===== src/hdl/bpc_pkg.sv =====
// shared types and constants of the barometric pressure compensation core
`default_nettype none

package bpc_pkg;

    // configuration register indexes
    typedef enum logic [2:0] {
        REG_C1 = 3'd0,
        REG_C2 = 3'd1,
        REG_C3 = 3'd2,
        REG_C4 = 3'd3,
        REG_C5 = 3'd4,
        REG_C6 = 3'd5
    } bpc_reg_t;

    localparam int TEMP_REF    = 2000;    // 20.00 C
    localparam int COLD_SHIFT  = 3500;    // distance from 20 C down to -15 C
    localparam int TEMP_MIN    = -4000;
    localparam int TEMP_MAX    = 8500;
    localparam int PRESS_MIN   = 1000;
    localparam int PRESS_MAX   = 120000;
    localparam int TRUNC_BIAS  = 8388607; // 2^23 - 1, rounds toward zero

    typedef struct packed {
        logic [15:0] c1;
        logic [15:0] c2;
        logic [15:0] c3;
        logic [15:0] c4;
        logic [15:0] c5;
        logic [15:0] c6;
    } bpc_calib_t;

    // first-order terms
    typedef struct packed {
        logic [23:0]        d1;
        logic signed [17:0] q;      // dT*C6/2^23, first-order temp minus 2000
        logic [16:0]        t2;     // dT^2/2^31
        logic signed [34:0] off;
        logic signed [33:0] sens;
    } bpc_first_t;

    // second-order corrected terms
    typedef struct packed {
        logic [23:0]        d1;
        logic signed [19:0] temp;
        logic signed [39:0] off;
        logic signed [39:0] sens;
    } bpc_final_t;

    // unclamped results
    typedef struct packed {
        logic signed [19:0] temp;
        logic signed [28:0] press;
    } bpc_result_t;

endpackage

`default_nettype wire


===== src/hdl/bpc_press.sv =====
// pressure stages: split D1*SENS product, recombine, subtract offset and scale
`default_nettype none

module bpc_press import bpc_pkg::*; (
    input  wire logic       aclk,
    input  wire logic       aresetn,
    input  wire logic       in_valid,
    output logic            in_ready,
    input  wire bpc_final_t in_data,
    output logic            out_valid,
    input  wire logic       out_ready,
    output bpc_result_t     out_data
);

    localparam int NS = 3;

    logic [NS-1:0] valid_reg;
    logic [NS:0]   stage_ready;

    always_comb begin
        stage_ready[NS] = out_ready;
        for (int k = NS - 1; k >= 0; k--) begin
            stage_ready[k] = !valid_reg[k] || stage_ready[k+1];
        end
    end

    always_ff @(posedge aclk) begin
        if (!aresetn) begin
            valid_reg <= '0;
        end else begin
            if (stage_ready[0]) begin
                valid_reg[0] <= in_valid;
            end
            for (int k = 1; k < NS; k++) begin
                if (stage_ready[k]) begin
                    valid_reg[k] <= valid_reg[k-1];
                end
            end
        end
    end

    // stage 6: partial products on the low 20 and high 20 bits of SENS
    logic [43:0]        d1_u, lo_u, pp_lo_next, pp_lo_reg;
    logic signed [43:0] d1_s, hi_s, pp_hi_next, pp_hi_reg;
    logic signed [39:0] off_s6_reg, off_s7_reg;
    logic signed [19:0] temp_s6_reg, temp_s7_reg;

    assign d1_u       = {20'b0, in_data.d1};
    assign lo_u       = {24'b0, in_data.sens[19:0]};
    assign pp_lo_next = d1_u * lo_u;
    assign d1_s       = $signed({20'b0, in_data.d1});
    assign hi_s       = {{24{in_data.sens[39]}}, in_data.sens[39:20]};
    assign pp_hi_next = d1_s * hi_s;

    always_ff @(posedge aclk) begin
        if (stage_ready[0]) begin
            pp_lo_reg   <= pp_lo_next;
            pp_hi_reg   <= pp_hi_next;
            off_s6_reg  <= in_data.off;
            temp_s6_reg <= in_data.temp;
        end
    end

    // stage 7: full product, floor by 2^21
    logic signed [63:0] prod;
    logic signed [42:0] scaled_next, scaled_reg;

    assign prod        = {pp_hi_reg, 20'h00000} + {20'h00000, pp_lo_reg};
    assign scaled_next = prod[63:21];

    always_ff @(posedge aclk) begin
        if (stage_ready[1]) begin
            scaled_reg  <= scaled_next;
            off_s7_reg  <= off_s6_reg;
            temp_s7_reg <= temp_s6_reg;
        end
    end

    // stage 8: subtract offset, floor by 2^15
    logic signed [43:0] diff;
    bpc_result_t        result_next, result_reg;

    always_comb begin
        diff              = {scaled_reg[42], scaled_reg} - {{4{off_s7_reg[39]}}, off_s7_reg};
        result_next.press = diff[43:15];
        result_next.temp  = temp_s7_reg;
    end

    always_ff @(posedge aclk) begin
        if (stage_ready[2]) begin
            result_reg <= result_next;
        end
    end

    assign in_ready  = stage_ready[0];
    assign out_valid = valid_reg[NS-1];
    assign out_data  = result_reg;

endmodule

`default_nettype wire


===== config.mk =====
export PLATFORM = sky130hd
export DESIGN_NAME = bpc_press
export DESIGN_NICKNAME = d
export VERILOG_FILES = /design/src/hdl/bpc_pkg.sv /design/src/hdl/bpc_press.sv
export SDC_FILE = /design/constraint.sdc
export NUM_CORES = 2
export LEC_CHECK = 0
export BUFFER_PORTS_ARGS = -buffer_cell sky130_fd_sc_hd__buf_2
export CAP_MARGIN = 20
export CORE_MARGIN = 2
export CORE_UTILIZATION = 55
export DETAILED_ROUTE_END_ITERATION = 8
export HOLD_SLACK_MARGIN = 0.1
export PLACE_DENSITY = 0.69
export SLEW_MARGIN = 30
export SYNTH_ARGS = -nofsm -noshare
export SYNTH_HDL_FRONTEND = slang
export SYNTH_SLANG_ARGS = --single-unit

===== constraint.sdc =====
create_clock -name aclk -period 10.7 [get_ports aclk]
set_clock_uncertainty 0.1 [all_clocks]
set_input_delay 1.07 -clock aclk [delete_from_list [all_inputs] [get_ports aclk]]
set_output_delay 1.07 -clock aclk [all_outputs]
set_load 0.02 [all_outputs]

==> flow_summary.ini <==
[timing]
relSlewSlack = 0.336
tightest_slew_ns = 0.996
tns_ns = 0
setup_viol = 0
fin_crit_ns = 8.19
finalCritPeriodShare = 0.766
rsz0062_at_grt = no
timing.final.max_slew_violations = 0
finalHoldViolations = 0
fmax_mhz = 122

[floorplan]
fp.dieW_um = 284
num_rows = 102
core_area_um2 = 77500
die_h_um = 284
num_io_pins = 179
initial_utilization = 0.556
dieArea_um2 = 80600

[critical_path]
cpPeakStageDelay_ns = 0.55
crit_slowest_cell = o31ai_1
crit_end = pp_hi_reg[40]$_DFFE_PP_
startpoint = in_data[112]
reg2reg_slack_ns = 6.91
crit_buf_inv = 6
cp-end-kind = flip-flop
r2r-end = out_data[27]$_DFFE_PP_
cp_num_cells = 23
crit_top_cell = fa_1
cp_top_family = adder cells
start_kind = input port
crit_fanout = 21
ff2ff_path_depth = 12
critPathArrivalTime_ns = 8.41
crit_required_ns = 10.91
critPathKind = input port to flip-flop
reg2reg_from = off_s7_reg[2]$_DFFE_PP_
path_cells = buf_2 -> buf_4 -> and2_1 -> fa_1 -> fa_1 -> inv_1 -> fa_1 -> inv_1 -> fa_1 -> fa_1 -> fa_1 -> inv_1 -> fa_1 -> inv_1 -> ha_1 -> nand2_1 -> or3_1 -> o31ai_1 -> a31oi_1 -> a211o_1 -> a21oi_1 -> nor4b_1 -> a311o_1

[yosys]
synth_edf_count = 280
synth-seq-cells = 283
synthFlopType = edfxtp_1
postSynthAreaPerCell_um2 = 9.93
synth_area_um2 = 43100
syn_inst = 4339
synth_cell_types = 74
async_flop_share = 0
ys_seq_area_frac = 0.196
syn_nets = 5644
ys_warn_count = 0

[global_routing]
antenna_found_initial = 10
grt_pass1_vias = 31900
grt_max_degree = 84
grt_pass1_wl_um = 171000
grtUsageTotal = 0.268
gr-total-overflow = 0

[drt]
drt_iter0_drc = 1893
wire_per_inst_um = 19.0
remaining_drc_errors = 0
routed_via_density = 5.43
vias = 29600
routed_wl_um = 103000
first_pass_iters = 5
postRouteAntennaNets = 0

[flow_run]
drv_cap = 0

[clocking]
clk_pin_slew_ns = 0.06
cts_tree = yes
cts_resized = 0
cts_htree_levels = 1
clk_latency_ns = 0.58
postCtsHoldBufs = 0
cts_buffers = 30
clock_path_buffers = 3
cts_num_sinks = 283
ctsRootBufferMaster = clkbuf_16
cts_setup_buffers = 0

[placement]
gp_congestion = 0.896
dp_hpwl_um = 79500
port_buffers = 178

[final_layout]
fillers = 6672
seqCellArea_um2 = 8470
largest_reg_flops = 49
syn_to_final_growth_pct = 6.09
multi_input_area_um2 = 30400
drive_gt1_frac = 0.0637
nets = 5680

[worst_hold_path]
hold_path_class = flip-flop to flip-flop
holdCritStartpoint = off_s6_reg[35]$_DFFE_PP_

[outcome]
status = completed
stage by stage:
| step | utilization | area (um2) | setup WS (ns) | std cells | hold slack (ns) |
|---|---|---|---|---|---|
| after global placement | 0.578 | 44700 | 2.07 | 5382 | 0.300 |
| after global routing | 0.590 | 45700 | 2.22 | 5440 | 0.320 |
| final | 0.590 | 45700 | 2.51 | 5442 | 0.313 |
| after CTS | 0.590 | 45700 | 2.55 | 5436 | 0.316 |
| after detailed placement | 0.578 | 44700 | 1.99 | 5382 | 0.305 |
| after floorplan | - | 43100 | 3.02 | 4339 | 0.300 |
cell usage in the layout, fill, tap and decap left out, types with 5 or more instances in the layout:
cell	instances
clkinv_2	6
o211ai_1	10
clkinv_1	5
o21bai_1	19
nand4_1	16
a21o_2	5
a21o_1	58
and2_1	462
clkbuf_16	30
edfxtp_1	280
a31oi_1	13
nand2b_1	22
buf_2	178
inv_1	927
o31ai_1	7
a211oi_1	11
diode_2	5
clkbuf_1	6
xnor2_1	98
o21a_1	11
ha_1	392
xor2_1	33
nand2_1	553
a21oi_1	125
nand3_1	40
nor2_1	73
a31o_2	5
nor2b_1	20
nor3_1	19
and3_1	17
o21ai_0	64
buf_4	21
fa_1	785
or2_2	5
final cells by class:
class,count,share of cell area
clock buffers,36,0.0169
multi-input cells,2931,0.665
diodes,5,0.000274
clock inverters,18,0.00402
well taps,1040,0.0285
flip-flops and latches,283,0.185
repair buffers,201,0.0236
inverters,928,0.0762
worst min-delay path by stage:
| stage | end | slack (ns) | cells after the start |
|---|---|---|---|
| floorplan | off_s7_reg[0]$_DFFE_PP_ | 0.30 | 0 |
| global placement | out_data[45]$_DFFE_PP_ | 0.30 | 0 |
| detailed placement | off_s7_reg[15]$_DFFE_PP_ | 0.30 | 0 |
| CTS | off_s7_reg[35]$_DFFE_PP_ | 0.32 | 0 |
| global route | temp_s7_reg[18]$_DFFE_PP_ | 0.32 | 0 |
| finish | off_s7_reg[35]$_DFFE_PP_ | 0.31 | 0 |
metal layers:
layer	GRT usage	share of wire
met1	0.376	0.43
met2	0.445	0.47
met3	0.0392	0.079
met4	0.0529	0.020
met5	0	0.00023
cells by family (layout without fill, tap and decap cells):
group	after synthesis	after routing	share of synthesized area
AOI/OAI and AO/OA	374	374	0.0564
xor gates and xnor gates	131	131	0.0266
adders and majority gates	1177	1177	0.478
buffers and inverters	1125	1183	0.0981
DFF	283	283	0.196
other	0	5	0
and+or+nand+nor	1249	1249	0.144
synthesized netlist by cell type, types with 5 or more instances:
cell	number	area [um2]
nor2_1	73	274
nor2b_1	20	125
clkbuf_1	194	728
inv_1	928	3480
o31ai_1	7	52.6
a21oi_1	125	626
nand2_1	554	2080
fa_1	785	15700
xnor2_1	98	858
a211oi_1	11	82.6
o21a_1	11	82.6
nor3_1	19	95.1
a21o_2	5	43.8
a31oi_1	13	81.3
nand4_1	16	100
and2_1	462	2890
a31o_2	5	43.8
nand3_1	41	205
and3_1	17	106
o21bai_1	19	143
o21ai_0	64	320
a21o_1	58	435
or2_2	5	31.3
ha_1	392	4900
nand2b_1	22	138
edfxtp_1	280	8410
o211ai_1	10	75.1
xor2_1	33	289
Power is left out: the tool's default activity adds up to more than one toggle a clock period on the data nets, which glitch-free logic cannot reach.
