`config.mk`:
```
export PLATFORM = sky130hd
export DESIGN_NAME = bpc_corr
export DESIGN_NICKNAME = d
export VERILOG_FILES = /design/src/hdl/bpc_pkg.sv /design/src/hdl/bpc_corr.sv
export SDC_FILE = /design/constraint.sdc
export NUM_CORES = 2
export LEC_CHECK = 0
export ABC_AREA = 1
export BUFFER_PORTS_ARGS = -buffer_cell sky130_fd_sc_hd__buf_4
export CAP_MARGIN = 10
export CORE_ASPECT_RATIO = 2
export CORE_MARGIN = 2
export CORE_UTILIZATION = 50
export CTS_CLUSTER_DIAMETER = 50
export DETAILED_ROUTE_END_ITERATION = 10
export HOLD_SLACK_MARGIN = 0.03
export PLACE_DENSITY = 0.75
export SYNTH_ARGS = -nofsm -noshare
export SYNTH_HDL_FRONTEND = slang
export SYNTH_SLANG_ARGS = --single-unit
```
`constraint.sdc`:
```
create_clock -name aclk -period 24.2 [get_ports aclk]
set_clock_uncertainty 0.15 [all_clocks]
set_input_delay 3.63 -clock aclk [delete_from_list [all_inputs] [get_ports aclk]]
set_output_delay 3.63 -clock aclk [all_outputs]
set_load 0.05 [all_outputs]
```
`src/hdl/bpc_pkg.sv`:
```
// shared types and constants of the barometric pressure compensation core
`default_nettype none

package bpc_pkg;

    // configuration register indexes
    typedef enum logic [2:0] {
        REG_C1 = 3'd0,
        REG_C2 = 3'd1,
        REG_C3 = 3'd2,
        REG_C4 = 3'd3,
        REG_C5 = 3'd4,
        REG_C6 = 3'd5
    } bpc_reg_t;

    localparam int TEMP_REF    = 2000;    // 20.00 C
    localparam int COLD_SHIFT  = 3500;    // distance from 20 C down to -15 C
    localparam int TEMP_MIN    = -4000;
    localparam int TEMP_MAX    = 8500;
    localparam int PRESS_MIN   = 1000;
    localparam int PRESS_MAX   = 120000;
    localparam int TRUNC_BIAS  = 8388607; // 2^23 - 1, rounds toward zero

    typedef struct packed {
        logic [15:0] c1;
        logic [15:0] c2;
        logic [15:0] c3;
        logic [15:0] c4;
        logic [15:0] c5;
        logic [15:0] c6;
    } bpc_calib_t;

    // first-order terms
    typedef struct packed {
        logic [23:0]        d1;
        logic signed [17:0] q;      // dT*C6/2^23, first-order temp minus 2000
        logic [16:0]        t2;     // dT^2/2^31
        logic signed [34:0] off;
        logic signed [33:0] sens;
    } bpc_first_t;

    // second-order corrected terms
    typedef struct packed {
        logic [23:0]        d1;
        logic signed [19:0] temp;
        logic signed [39:0] off;
        logic signed [39:0] sens;
    } bpc_final_t;

    // unclamped results
    typedef struct packed {
        logic signed [19:0] temp;
        logic signed [28:0] press;
    } bpc_result_t;

endpackage

`default_nettype wire

```
`src/hdl/bpc_corr.sv`:
```
// second-order correction stages: squares, T2/OFF2/SENS2 and corrected terms
`default_nettype none

module bpc_corr import bpc_pkg::*; (
    input  wire logic       aclk,
    input  wire logic       aresetn,
    input  wire logic       in_valid,
    output logic            in_ready,
    input  wire bpc_first_t in_data,
    output logic            out_valid,
    input  wire logic       out_ready,
    output bpc_final_t      out_data
);

    localparam int NS = 2;

    logic [NS-1:0] valid_reg;
    logic [NS:0]   stage_ready;

    always_comb begin
        stage_ready[NS] = out_ready;
        for (int k = NS - 1; k >= 0; k--) begin
            stage_ready[k] = !valid_reg[k] || stage_ready[k+1];
        end
    end

    always_ff @(posedge aclk) begin
        if (!aresetn) begin
            valid_reg <= '0;
        end else begin
            if (stage_ready[0]) begin
                valid_reg[0] <= in_valid;
            end
            for (int k = 1; k < NS; k++) begin
                if (stage_ready[k]) begin
                    valid_reg[k] <= valid_reg[k-1];
                end
            end
        end
    end

    // stage 4: squares of the distance below 20 C and below -15 C
    logic signed [35:0] q_w, a_sq;
    logic signed [18:0] temp1_next, b_next;
    logic signed [37:0] b_w, b_sq;
    logic [34:0]        a2_next, a2_reg, b2_next, b2_reg;
    logic               warm_lo_reg, cold_lo_reg;
    logic signed [18:0] temp1_reg;
    logic [16:0]        t2_reg;
    logic signed [34:0] off1_reg;
    logic signed [33:0] sens1_reg;
    logic [23:0]        d1_s4_reg;

    assign q_w        = {{18{in_data.q[17]}}, in_data.q};
    assign a_sq       = q_w * q_w;
    assign a2_next    = a_sq[34:0];
    assign temp1_next = {in_data.q[17], in_data.q} + 19'(TEMP_REF);
    assign b_next     = {in_data.q[17], in_data.q} + 19'(COLD_SHIFT);
    assign b_w        = {{19{b_next[18]}}, b_next};
    assign b_sq       = b_w * b_w;
    assign b2_next    = b_sq[34:0];

    always_ff @(posedge aclk) begin
        if (stage_ready[0]) begin
            a2_reg      <= a2_next;
            b2_reg      <= b2_next;
            warm_lo_reg <= in_data.q[17];   // below 20 C
            cold_lo_reg <= b_next[18];      // below -15 C
            temp1_reg   <= temp1_next;
            t2_reg      <= in_data.t2;
            off1_reg    <= in_data.off;
            sens1_reg   <= in_data.sens;
            d1_s4_reg   <= in_data.d1;
        end
    end

    // stage 5: corrections applied
    logic [36:0] a5;
    logic [37:0] b7, b11;
    logic [37:0] off2, sens2;
    bpc_final_t  final_next, final_reg;

    always_comb begin
        a5  = {2'b00, a2_reg} + {a2_reg, 2'b00};
        b7  = {b2_reg, 3'b000} - {3'b000, b2_reg};
        b11 = {b2_reg, 3'b000} + {2'b00, b2_reg, 1'b0} + {3'b000, b2_reg};
        off2  = '0;
        sens2 = '0;
        if (warm_lo_reg) begin
            off2  = {1'b0, a5[36:1]};
            sens2 = {3'b000, a5[36:2]};
            if (cold_lo_reg) begin
                off2  = {1'b0, a5[36:1]} + b7;
                sens2 = {3'b000, a5[36:2]} + {1'b0, b11[37:1]};
            end
        end
        final_next.d1   = d1_s4_reg;
        final_next.temp = {temp1_reg[18], temp1_reg}
                        - (warm_lo_reg ? {3'b000, t2_reg} : 20'd0);
        final_next.off  = {{5{off1_reg[34]}}, off1_reg} - {2'b00, off2};
        final_next.sens = {{6{sens1_reg[33]}}, sens1_reg} - {2'b00, sens2};
    end

    always_ff @(posedge aclk) begin
        if (stage_ready[1]) begin
            final_reg <= final_next;
        end
    end

    assign in_ready  = stage_ready[0];
    assign out_valid = valid_reg[NS-1];
    assign out_data  = final_reg;

endmodule

`default_nettype wire

```
==> summary.txt <==
Floorplan
  • Std cell rows: 165
  • Total core area: 0.101 mm²
  • Initial Utilization: 0.502
  • Die area: 0.104 mm²
  • Die Ht: 454 µm
  • Die width: 229 µm
  • I/O pin count: 258

Global route
  • GRT Resource Usage Total: 0.386
  • Vias in the first global route: 47900
  • Largest net degree at the start of global routing: 108
  • Antenna violations before repair: 7
  • Global-route wire length before repair: 289000 µm
  • Grt ovf: 0

Critical path
  • Reg2reg path depth: 32
  • CP Launch Type: input port
  • Reg2Reg Setup Slack: 15270 ps
  • Arrival @ worst endpoint: 12330 ps
  • FF-to-FF Start: a2_reg[2]$_DFFE_PP_
  • CP max stage cell: clkinv_1
  • CP max FO: 31
  • Setup crit end kind: register
  • CP required: 24440 ps
  • Max incr delay on CP: 640 ps
  • Critical Path Start: in_data[88]
  • CP Class: input port to register
  • Worst reg2reg path endpoint: out_data[77]$_DFFE_PP_

Place
  • DP Wirelength: 167000 µm
  • IO buf count: 257
  • Dpl cell area: 0.0540 mm²
  • GPL Wtd Cong: 1.11

Run status
  • Status: complete, no violations

Synth
  • Synth Register Bits: 322
  • Number of flops mapped to enable cells by yosys: 320
  • Seq/Total Area, Yosys: 0.191
  • Post-Syn Instances: 6187
  • Avg Cell Area, Syn: 8.17 µm²
  • YS warnings: 0
  • Async set-or-reset flop fraction in the synthesized netlist: 0
  • Post-synth net total: 7448
  • Main synth FF type: edfxtp_1
  • Post-synth cell types: 64
  • Cell Area, Synth: 0.0505 mm²

Timing
  • F_max: 82.7 MHz
  • Setup Viol. Count Final: 0
  • RSZ-0062 raised after global routing: false
  • Min Tclk post-route: 12090 ps
  • Least-Margin Pin Slew: 1310 ps
  • Fin crit share: 0.499
  • Slew Viols, Final: 0
  • Setup_tns: 0 ps
  • Slew HR: 0.119
  • Final hold viol count: 0

Detailed routing
  • Final wirelength: 197000 µm
  • Vias: 43500
  • Iter 0 DRT Violations: 2629
  • # DRC: 0
  • WL per Instance: 25.3 µm
  • Pre-antenna DRT Iters: 8
  • Antenna violation net count after detailed routing: 0
  • Vias per inst: 5.58

Clock network
  • Postcts setup bufs: 0
  • # clock sinks: 322
  • Htree depth: 2
  • Hold-fix buffers, CTS: 0
  • CTS resizes: 0
  • Worst-path clk slew: 60 ps
  • Clk_lat worst skew: 650 ps
  • CTS tree: done
  • Cts bufs inserted: 37
  • Clk root buf: clkbuf_16
  • Longest Clk Path Bufs: 3

Min path
  • Min-Delay Startpoint: d1_s4_reg[16]$_DFFE_PP_
  • Hold path depth: 0
  • WHS Endpoint: out_data[116]$_DFFE_PP_
  • Min-Delay Path Class: register to register

Cells and area
  • Max reg flops: 124
  • Most common cell after layout, fill and taps aside: inv_1
  • Area Overhead vs Synth: 9.43%
  • Nets@finish: 7690
  • Most frequent cells in the layout: inv_1 (1381), nand2_1 (1148), fa_1 (671)
  • Layout cell share with drive strength beyond 1: 0.0688
  • Final design area excluding fillers: 0.0553 mm²

Run
  • Max_cap viols: 0
logic make-up after synthesis:
logic type,count (synthesis),share of synthesized area
and+or+nand+nor,2192,0.182
buffers and inverters,1484,0.112
DFF,322,0.191
adders and majority gates,1129,0.379
xor gates and xnor gates,248,0.0438
AOI/OAI and AO/OA,811,0.0924
other,1,0.0000742
Yosys cell counts, drive strengths merged (37+ instances only):
library cell	n	area, µm²
xor2	181	1630
nand4	55	344
nand2	1164	4450
edfxtp	320	9610
nor3	44	220
inv	1396	5250
fa	671	13400
xnor2	67	587
nand3	309	1550
o21bai	53	402
ha	458	5730
a21o	48	360
o21ai	256	1320
nor2	558	2220
a31oi	60	375
a21oi	319	1600
buf	37	198
clkbuf	44	166
routing by layer:
layer	global-route usage	vias to the layer above	wire length, µm
met3	0.0743	801	11300
met1	0.323	21100	56800
li1	-	20000	-
met5	0	-	8
met4	0.442	2	28400
met2	0.709	1708	101000
how the worst max path moves through the flow:
stage / end / cells after the start / slack (ps)
2_1_floorplan: in_ready / 2 / 11950
3_3_place_gp: b2_reg[29]$_DFFE_PP_ / 35 / 11670
3_5_place_dp: b2_reg[29]$_DFFE_PP_ / 35 / 11520
4_1_cts: b2_reg[29]$_DFFE_PP_ / 35 / 12150
5_1_grt: b2_reg[29]$_DFFE_PP_ / 35 / 11630
6_report: b2_reg[29]$_DFFE_PP_ / 35 / 12110
area by class of cell:
cell class / instances / area, µm²
repair buffers: 284 / 2140
well taps: 1336 / 1670
fillers: 9637 / 45400
multi-input cells: 4381 / 35300
flip-flops and latches: 322 / 9650
inverters: 1403 / 5280
clock inverters: 24 / 325
clock buffers: 41 / 941
diodes: 8 / 20.0
critical path, delay by kind of cell:
family | cells | cell delay [ps]
simple gates | 11 | 1620
xor+xnor | 1 | 140
fa+ha+maj | 9 | 4300
buf+inv | 9 | 1520
compound gates | 5 | 1070
through the flow:
stage	std cells	utilization	hold WS, ps	setup WS (ps)
after global routing	7794	0.549	272	11630
after floorplan	6187	-	250	11950
final	7799	0.549	252	12110
after CTS	7789	0.549	256	12150
after global placement	7724	0.536	251	11670
after detailed placement	7724	0.536	255	11520
Power is not shown: default switching activity piles up to over one toggle a cycle in this logic, so the estimate is an artifact.
