===== config.mk =====
export PLATFORM = sky130hd
export DESIGN_NAME = bpc_temp
export DESIGN_NICKNAME = d
export VERILOG_FILES = /design/src/hdl/bpc_pkg.sv /design/src/hdl/bpc_temp.sv
export SDC_FILE = /design/constraint.sdc
export NUM_CORES = 2
export LEC_CHECK = 0
export BUFFER_PORTS_ARGS = -buffer_cell sky130_fd_sc_hd__buf_2
export CAP_MARGIN = 25
export CORE_ASPECT_RATIO = 1.4
export CORE_MARGIN = 3
export CORE_UTILIZATION = 59
export DETAILED_ROUTE_END_ITERATION = 10
export PLACE_DENSITY = 0.88
export SYNTH_ARGS = -nofsm -noshare
export SYNTH_HDL_FRONTEND = slang
export SYNTH_SLANG_ARGS = --single-unit

===== constraint.sdc =====
create_clock -name aclk -period 7.1 [get_ports aclk]
set_input_delay 0.71 -clock aclk [delete_from_list [all_inputs] [get_ports aclk]]
set_output_delay 0.71 -clock aclk [all_outputs]
set_load 0.02 [all_outputs]

===== src/hdl/bpc_pkg.sv =====
// shared types and constants of the barometric pressure compensation core
`default_nettype none

package bpc_pkg;

    // configuration register indexes
    typedef enum logic [2:0] {
        REG_C1 = 3'd0,
        REG_C2 = 3'd1,
        REG_C3 = 3'd2,
        REG_C4 = 3'd3,
        REG_C5 = 3'd4,
        REG_C6 = 3'd5
    } bpc_reg_t;

    localparam int TEMP_REF    = 2000;    // 20.00 C
    localparam int COLD_SHIFT  = 3500;    // distance from 20 C down to -15 C
    localparam int TEMP_MIN    = -4000;
    localparam int TEMP_MAX    = 8500;
    localparam int PRESS_MIN   = 1000;
    localparam int PRESS_MAX   = 120000;
    localparam int TRUNC_BIAS  = 8388607; // 2^23 - 1, rounds toward zero

    typedef struct packed {
        logic [15:0] c1;
        logic [15:0] c2;
        logic [15:0] c3;
        logic [15:0] c4;
        logic [15:0] c5;
        logic [15:0] c6;
    } bpc_calib_t;

    // first-order terms
    typedef struct packed {
        logic [23:0]        d1;
        logic signed [17:0] q;      // dT*C6/2^23, first-order temp minus 2000
        logic [16:0]        t2;     // dT^2/2^31
        logic signed [34:0] off;
        logic signed [33:0] sens;
    } bpc_first_t;

    // second-order corrected terms
    typedef struct packed {
        logic [23:0]        d1;
        logic signed [19:0] temp;
        logic signed [39:0] off;
        logic signed [39:0] sens;
    } bpc_final_t;

    // unclamped results
    typedef struct packed {
        logic signed [19:0] temp;
        logic signed [28:0] press;
    } bpc_result_t;

endpackage

`default_nettype wire


===== src/hdl/bpc_temp.sv =====
// first-order stages: dT, coefficient products, first-order temperature, offset, sensitivity
`default_nettype none

module bpc_temp import bpc_pkg::*; (
    input  wire logic        aclk,
    input  wire logic        aresetn,
    input  wire bpc_calib_t  calib,
    input  wire logic        in_valid,
    output logic             in_ready,
    input  wire logic [23:0] raw_temperature,
    input  wire logic [23:0] raw_pressure,
    output logic             out_valid,
    input  wire logic        out_ready,
    output bpc_first_t       out_data
);

    localparam int NS = 3;

    logic [NS-1:0] valid_reg;
    logic [NS:0]   stage_ready;

    always_comb begin
        stage_ready[NS] = out_ready;
        for (int k = NS - 1; k >= 0; k--) begin
            stage_ready[k] = !valid_reg[k] || stage_ready[k+1];
        end
    end

    always_ff @(posedge aclk) begin
        if (!aresetn) begin
            valid_reg <= '0;
        end else begin
            if (stage_ready[0]) begin
                valid_reg[0] <= in_valid;
            end
            for (int k = 1; k < NS; k++) begin
                if (stage_ready[k]) begin
                    valid_reg[k] <= valid_reg[k-1];
                end
            end
        end
    end

    // stage 1: dT
    logic signed [24:0] dt_next, dt_reg;
    logic [23:0]        d1_s1_reg;

    assign dt_next = {1'b0, raw_temperature} - {1'b0, calib.c5, 8'h00};

    always_ff @(posedge aclk) begin
        if (stage_ready[0]) begin
            dt_reg    <= dt_next;
            d1_s1_reg <= raw_pressure;
        end
    end

    // stage 2: products of dT
    logic signed [40:0] dt_w, c6_w, c4_w, c3_w;
    logic signed [49:0] dt_sq_w, dt_sq;
    logic signed [40:0] p6_next, p4_next, p3_next;
    logic signed [40:0] p6_reg, p4_reg, p3_reg;
    logic [16:0]        t2_next, t2_reg;
    logic [23:0]        d1_s2_reg;

    assign dt_w    = {{16{dt_reg[24]}}, dt_reg};
    assign c6_w    = $signed({25'b0, calib.c6});
    assign c4_w    = $signed({25'b0, calib.c4});
    assign c3_w    = $signed({25'b0, calib.c3});
    assign dt_sq_w = {{25{dt_reg[24]}}, dt_reg};
    assign p6_next = dt_w * c6_w;
    assign p4_next = dt_w * c4_w;
    assign p3_next = dt_w * c3_w;
    assign dt_sq   = dt_sq_w * dt_sq_w;
    assign t2_next = dt_sq[47:31];

    always_ff @(posedge aclk) begin
        if (stage_ready[1]) begin
            p6_reg    <= p6_next;
            p4_reg    <= p4_next;
            p3_reg    <= p3_next;
            t2_reg    <= t2_next;
            d1_s2_reg <= d1_s1_reg;
        end
    end

    // stage 3: first-order temperature, offset and sensitivity
    logic signed [40:0] p6_adj;
    bpc_first_t         first_next, first_reg;

    always_comb begin
        // truncate toward zero on negative products
        if (p6_reg < 0) begin
            p6_adj = p6_reg + 41'(TRUNC_BIAS);
        end else begin
            p6_adj = p6_reg;
        end
        first_next.d1   = d1_s2_reg;
        first_next.q    = $signed(p6_adj[40:23]);
        first_next.t2   = t2_reg;
        first_next.off  = {3'b000, calib.c2, 16'h0000} + {p4_reg[40], p4_reg[40:7]};
        first_next.sens = {3'b000, calib.c1, 15'h0000} + {p3_reg[40], p3_reg[40:8]};
    end

    always_ff @(posedge aclk) begin
        if (stage_ready[2]) begin
            first_reg <= first_next;
        end
    end

    assign in_ready  = stage_ready[0];
    assign out_valid = valid_reg[NS-1];
    assign out_data  = first_reg;

endmodule

`default_nettype wire


==> results.rst <==
.. list-table::
   :header-rows: 1

   * - Metric
     - Value
   * - Synthesized netlist net count
     - 9717
   * - Start point of the critical path
     - dt_reg[6]
   * - Cell area after synthesis
     - between 70000 and 80000 um2
   * - Share of Yosys cell area claimed by the top area cell type
     - 47.8%
   * - GP Congestion
     - between 0.9 and 1
   * - Overall routed net length
     - a little under 200000 um
   * - Sink Count
     - about 330
   * - Dpl hpwl
     - between 150000 and 200000 um
   * - Initial antenna violation count
     - 24
   * - Main flop type after synthesis
     - edfxtp_1
   * - Count of max-cap constraint violations
     - 0
   * - Arrival time reported for the critical path endpoint
     - 7.68 ns
   * - Start-to-end type of the worst setup path
     - flip-flop to flip-flop
   * - Post-synthesis average cell area
     - 9.97 um2
   * - Number of iterations in the first detailed-routing pass
     - 6
   * - Tmin final
     - 7.32 ns
   * - Sum Neg Setup Slack
     - -1.55 ns
   * - Leading cell types by total area after synthesis
     - fa_1, edfxtp_1, inv_1
   * - Worst path required time
     - 7.46 ns
   * - Run status
     - finished with violations
   * - Post-detailed-route DRC marker count
     - 0
   * - Detail-routed net length per standard cell
     - 20.9 um
   * - Register clock-pin slew on the reported worst setup and hold paths
     - around 0.080 ns
   * - Capturing point of the worst reg2reg path
     - t2_reg[6]
   * - Setup violation total in the final timing report
     - 11
   * - Final-layout fill cell count
     - 8306
   * - R2r worst-path depth
     - 28
   * - Total GRT Usage
     - between 30% and 40%
   * - Hold Buf Count CTS
     - 0
   * - Min-delay worst type
     - input port to flip-flop
   * - Post-detailed-route via-to-cell ratio
     - about 5.7
   * - Final worst setup slack
     - -0.224 ns
   * - Initial core utilization
     - between 50% and 60%
   * - Area growth, synth to finish
     - 11.6%
   * - Wire length of the first global-routing pass
     - just over 300000 um
   * - Sort of element at the end of the critical path
     - flip-flop
   * - Cell type contributing the most total cell area after synthesis
     - fa_1
   * - Max Root-Sink Buffers
     - 3
   * - TritonCTS clock tree
     - yes
   * - CP endpoint
     - t2_reg[6]
   * - Utilization of the core after routing
     - 66.4%
   * - Violations in the final reports
     - setup timing
   * - Final Hold Fails
     - 0
   * - H-tree depth reported by CTS
     - 2
   * - Largest net degree at the start of global routing
     - 80
   * - # nets final
     - approximately 10000
   * - Internal reg-to-reg setup slack
     - -0.22 ns
   * - Post-synthesis sequential area ratio
     - between 10% and 20%
   * - Worst Max-Slew Pin Slew
     - ~1.1 ns
   * - FF+latch count, synth
     - between 300 and 400
   * - Count of input and output buffers
     - 277
   * - Ys Warns
     - 0
   * - Worst clock skew
     - slightly below 0.05 ns
   * - Cell chosen for the clock root
     - clkbuf_16
   * - Gate Count Post-Synth
     - ~7300
   * - Vias in the first global route
     - just over 60000
   * - Worst slew slack as a fraction of its limit
     - between 20% and 30%
   * - Sort of element at the start of the critical path
     - flip-flop
   * - Fmax
     - ~140 MHz
   * - Worst R2R Start
     - dt_reg[6]
   * - Number of placement rows
     - 152
   * - DR iter-0 viols
     - about 4200
   * - Share of cells above drive strength 1
     - about an eighth
   * - Height of the die
     - 423 um
   * - Share of the clock period used by the worst path after layout
     - 103%
   * - I/O pin cnt
     - 278
   * - Final Slew Violations
     - 0
   * - Highest cell delay on the worst timing path
     - around 0.56 ns
   * - Critical Path Slowest Stage Cell
     - fa_1
   * - Antenna-violating nets left
     - 0
   * - Later-pin clock latency in the skew report
     - 0.63 ns
   * - Horizontal die dimension
     - ~300 um
   * - Proportion of synthesized flip-flops having asynchronous set or reset
     - 0%
   * - Die footprint
     - approximately 130000 um2
   * - Number of vias after detailed routing
     - 53500
   * - Core region area
     - 123000 um2
   * - Most prevalent standard cell on the critical path
     - fa_1
   * - Maximum fanout count along the critical path
     - 6
   * - Global route total overflow
     - 0
   * - Num CTS Buffers
     - 37
   * - Library cells used by synthesis
     - between 70 and 80
   * - Unrepaired setup endpoints after global routing
     - true
   * - Number of synthesized flops with an enable pin
     - approximately 330
   * - Max FFs per register
     - 128
[worst max-delay path: cells and delay by family (launching register included)]
family / cells / cell delay (ns)
and+or+nand+nor: 3 / 0.33
AOI/OAI and AO/OA: 7 / 1.30
adders and majority gates: 8 / 3.74
buffers and inverters: 9 / 1.06
xor gates and xnor gates: 1 / 0.14
DFF: 1 / 0.48
[metal layers]
| metal | track usage [%] | vias to the layer above | part of all wire (%) | wire length, um |
|---|---|---|---|---|
| met5 | 0 | - | 0.035 | 70 |
| met2 | 54.2 | 3021 | 51 | 99900 |
| met3 | 5.44 | 1127 | 8.8 | 17300 |
| met1 | 33.7 | 27000 | 32 | 62700 |
| li1 | - | 22300 | - | - |
| met4 | 21.2 | 12 | 8.9 | 17600 |
[cells in the final DEF (no fill, tap or decap), types with 22 or more instances in the layout]
cell type	n
inv_1	1951
fa_1	1717
nand2_1	904
and2_1	619
ha_1	474
buf_4	374
edfxtp_1	326
buf_2	278
xnor2_1	153
nor2_1	138
a21oi_1	80
a21o_1	52
o21ai_0	52
xor2_1	51
clkbuf_16	47
nor2b_1	35
o21a_1	34
buf_6	32
fa_2	30
nand3_1	28
buf_12	26
nor3_1	25
and3_1	22
[stage by stage]
stage	setup slack (ns)	cell area [um2]	hold WS [ns]	cells
after floorplan	0.00353	73100	0.400	7331
after global placement	-0.386	78500	0.401	9308
after detailed placement	-0.628	78500	0.405	9308
after CTS	-0.0335	80300	0.227	9399
after global routing	-0.544	81600	0.237	9457
final	-0.224	81600	0.250	9465
[worst min path at each step]
stage                                   from             to  cells after the start
after floorplan                 d1_s1_reg[0]   d1_s2_reg[0]                      0
after global placement         d1_s2_reg[11]  out_data[115]                      0
after detailed placement        d1_s1_reg[6]   d1_s2_reg[6]                      0
after CTS                 raw_temperature[0]      dt_reg[0]                      1
after global routing      raw_temperature[0]      dt_reg[0]                      1
final                     raw_temperature[0]      dt_reg[0]                      1
[synth_stat cells (9+ instances only)]
cell	count
edfxtp_1	326
and2_1	629
nor4_1	9
fa_1	1747
inv_1	1974
nor2b_1	35
a21o_1	52
nor2_1	147
nand2b_1	20
xnor2_1	153
a211oi_1	18
nor3_1	33
o21ai_0	63
nand2_1	916
ha_1	491
o211ai_1	14
o21bai_1	10
and3_1	22
a21boi_0	12
a21oi_1	96
o21a_1	35
nand3_1	31
nand4_1	20
o21ai_1	12
xor2_1	51
clkbuf_1	302
[cell type report]
class                           count  area [um2]  share of cell area, %
Tap cell                         1617        2020                   2.48
Antenna cell                       20        50.0                 0.0614
Clock inverter                     23         304                  0.373
Clock buffer                       45         966                   1.18
Inverter                         1974        7420                   9.09
Timing Repair Buffer              733        5550                   6.80
Sequential cell                   329        9850                   12.1
Multi-Input combinational cell   4724       55400                   67.9
[repair_timing]
item | 4_1_cts | 5_1_grt
endpoints found under the setup margin | 39 | 54
cloned | 0 | 12
pin swaps | 42 | 58
setup buffers | 26 | 40
gates resized for setup | 83 | 192
[kinds of logic (layout without fill, tap and decap cells)]
logic type	Yosys count	in the layout	share of synthesized area, %
adders and majority gates	2238	2238	56.2
DFF	329	329	13.5
AOI/OAI and AO/OA	388	388	3.64
and+or+nand+nor	1893	1893	12.5
xor gates and xnor gates	204	204	2.44
other	0	20	0
muxes	1	1	0.0137
buffers and inverters	2278	2775	11.7
Power is not shown: default switching activity piles up to over one toggle a cycle in this logic, so the estimate is an artifact.
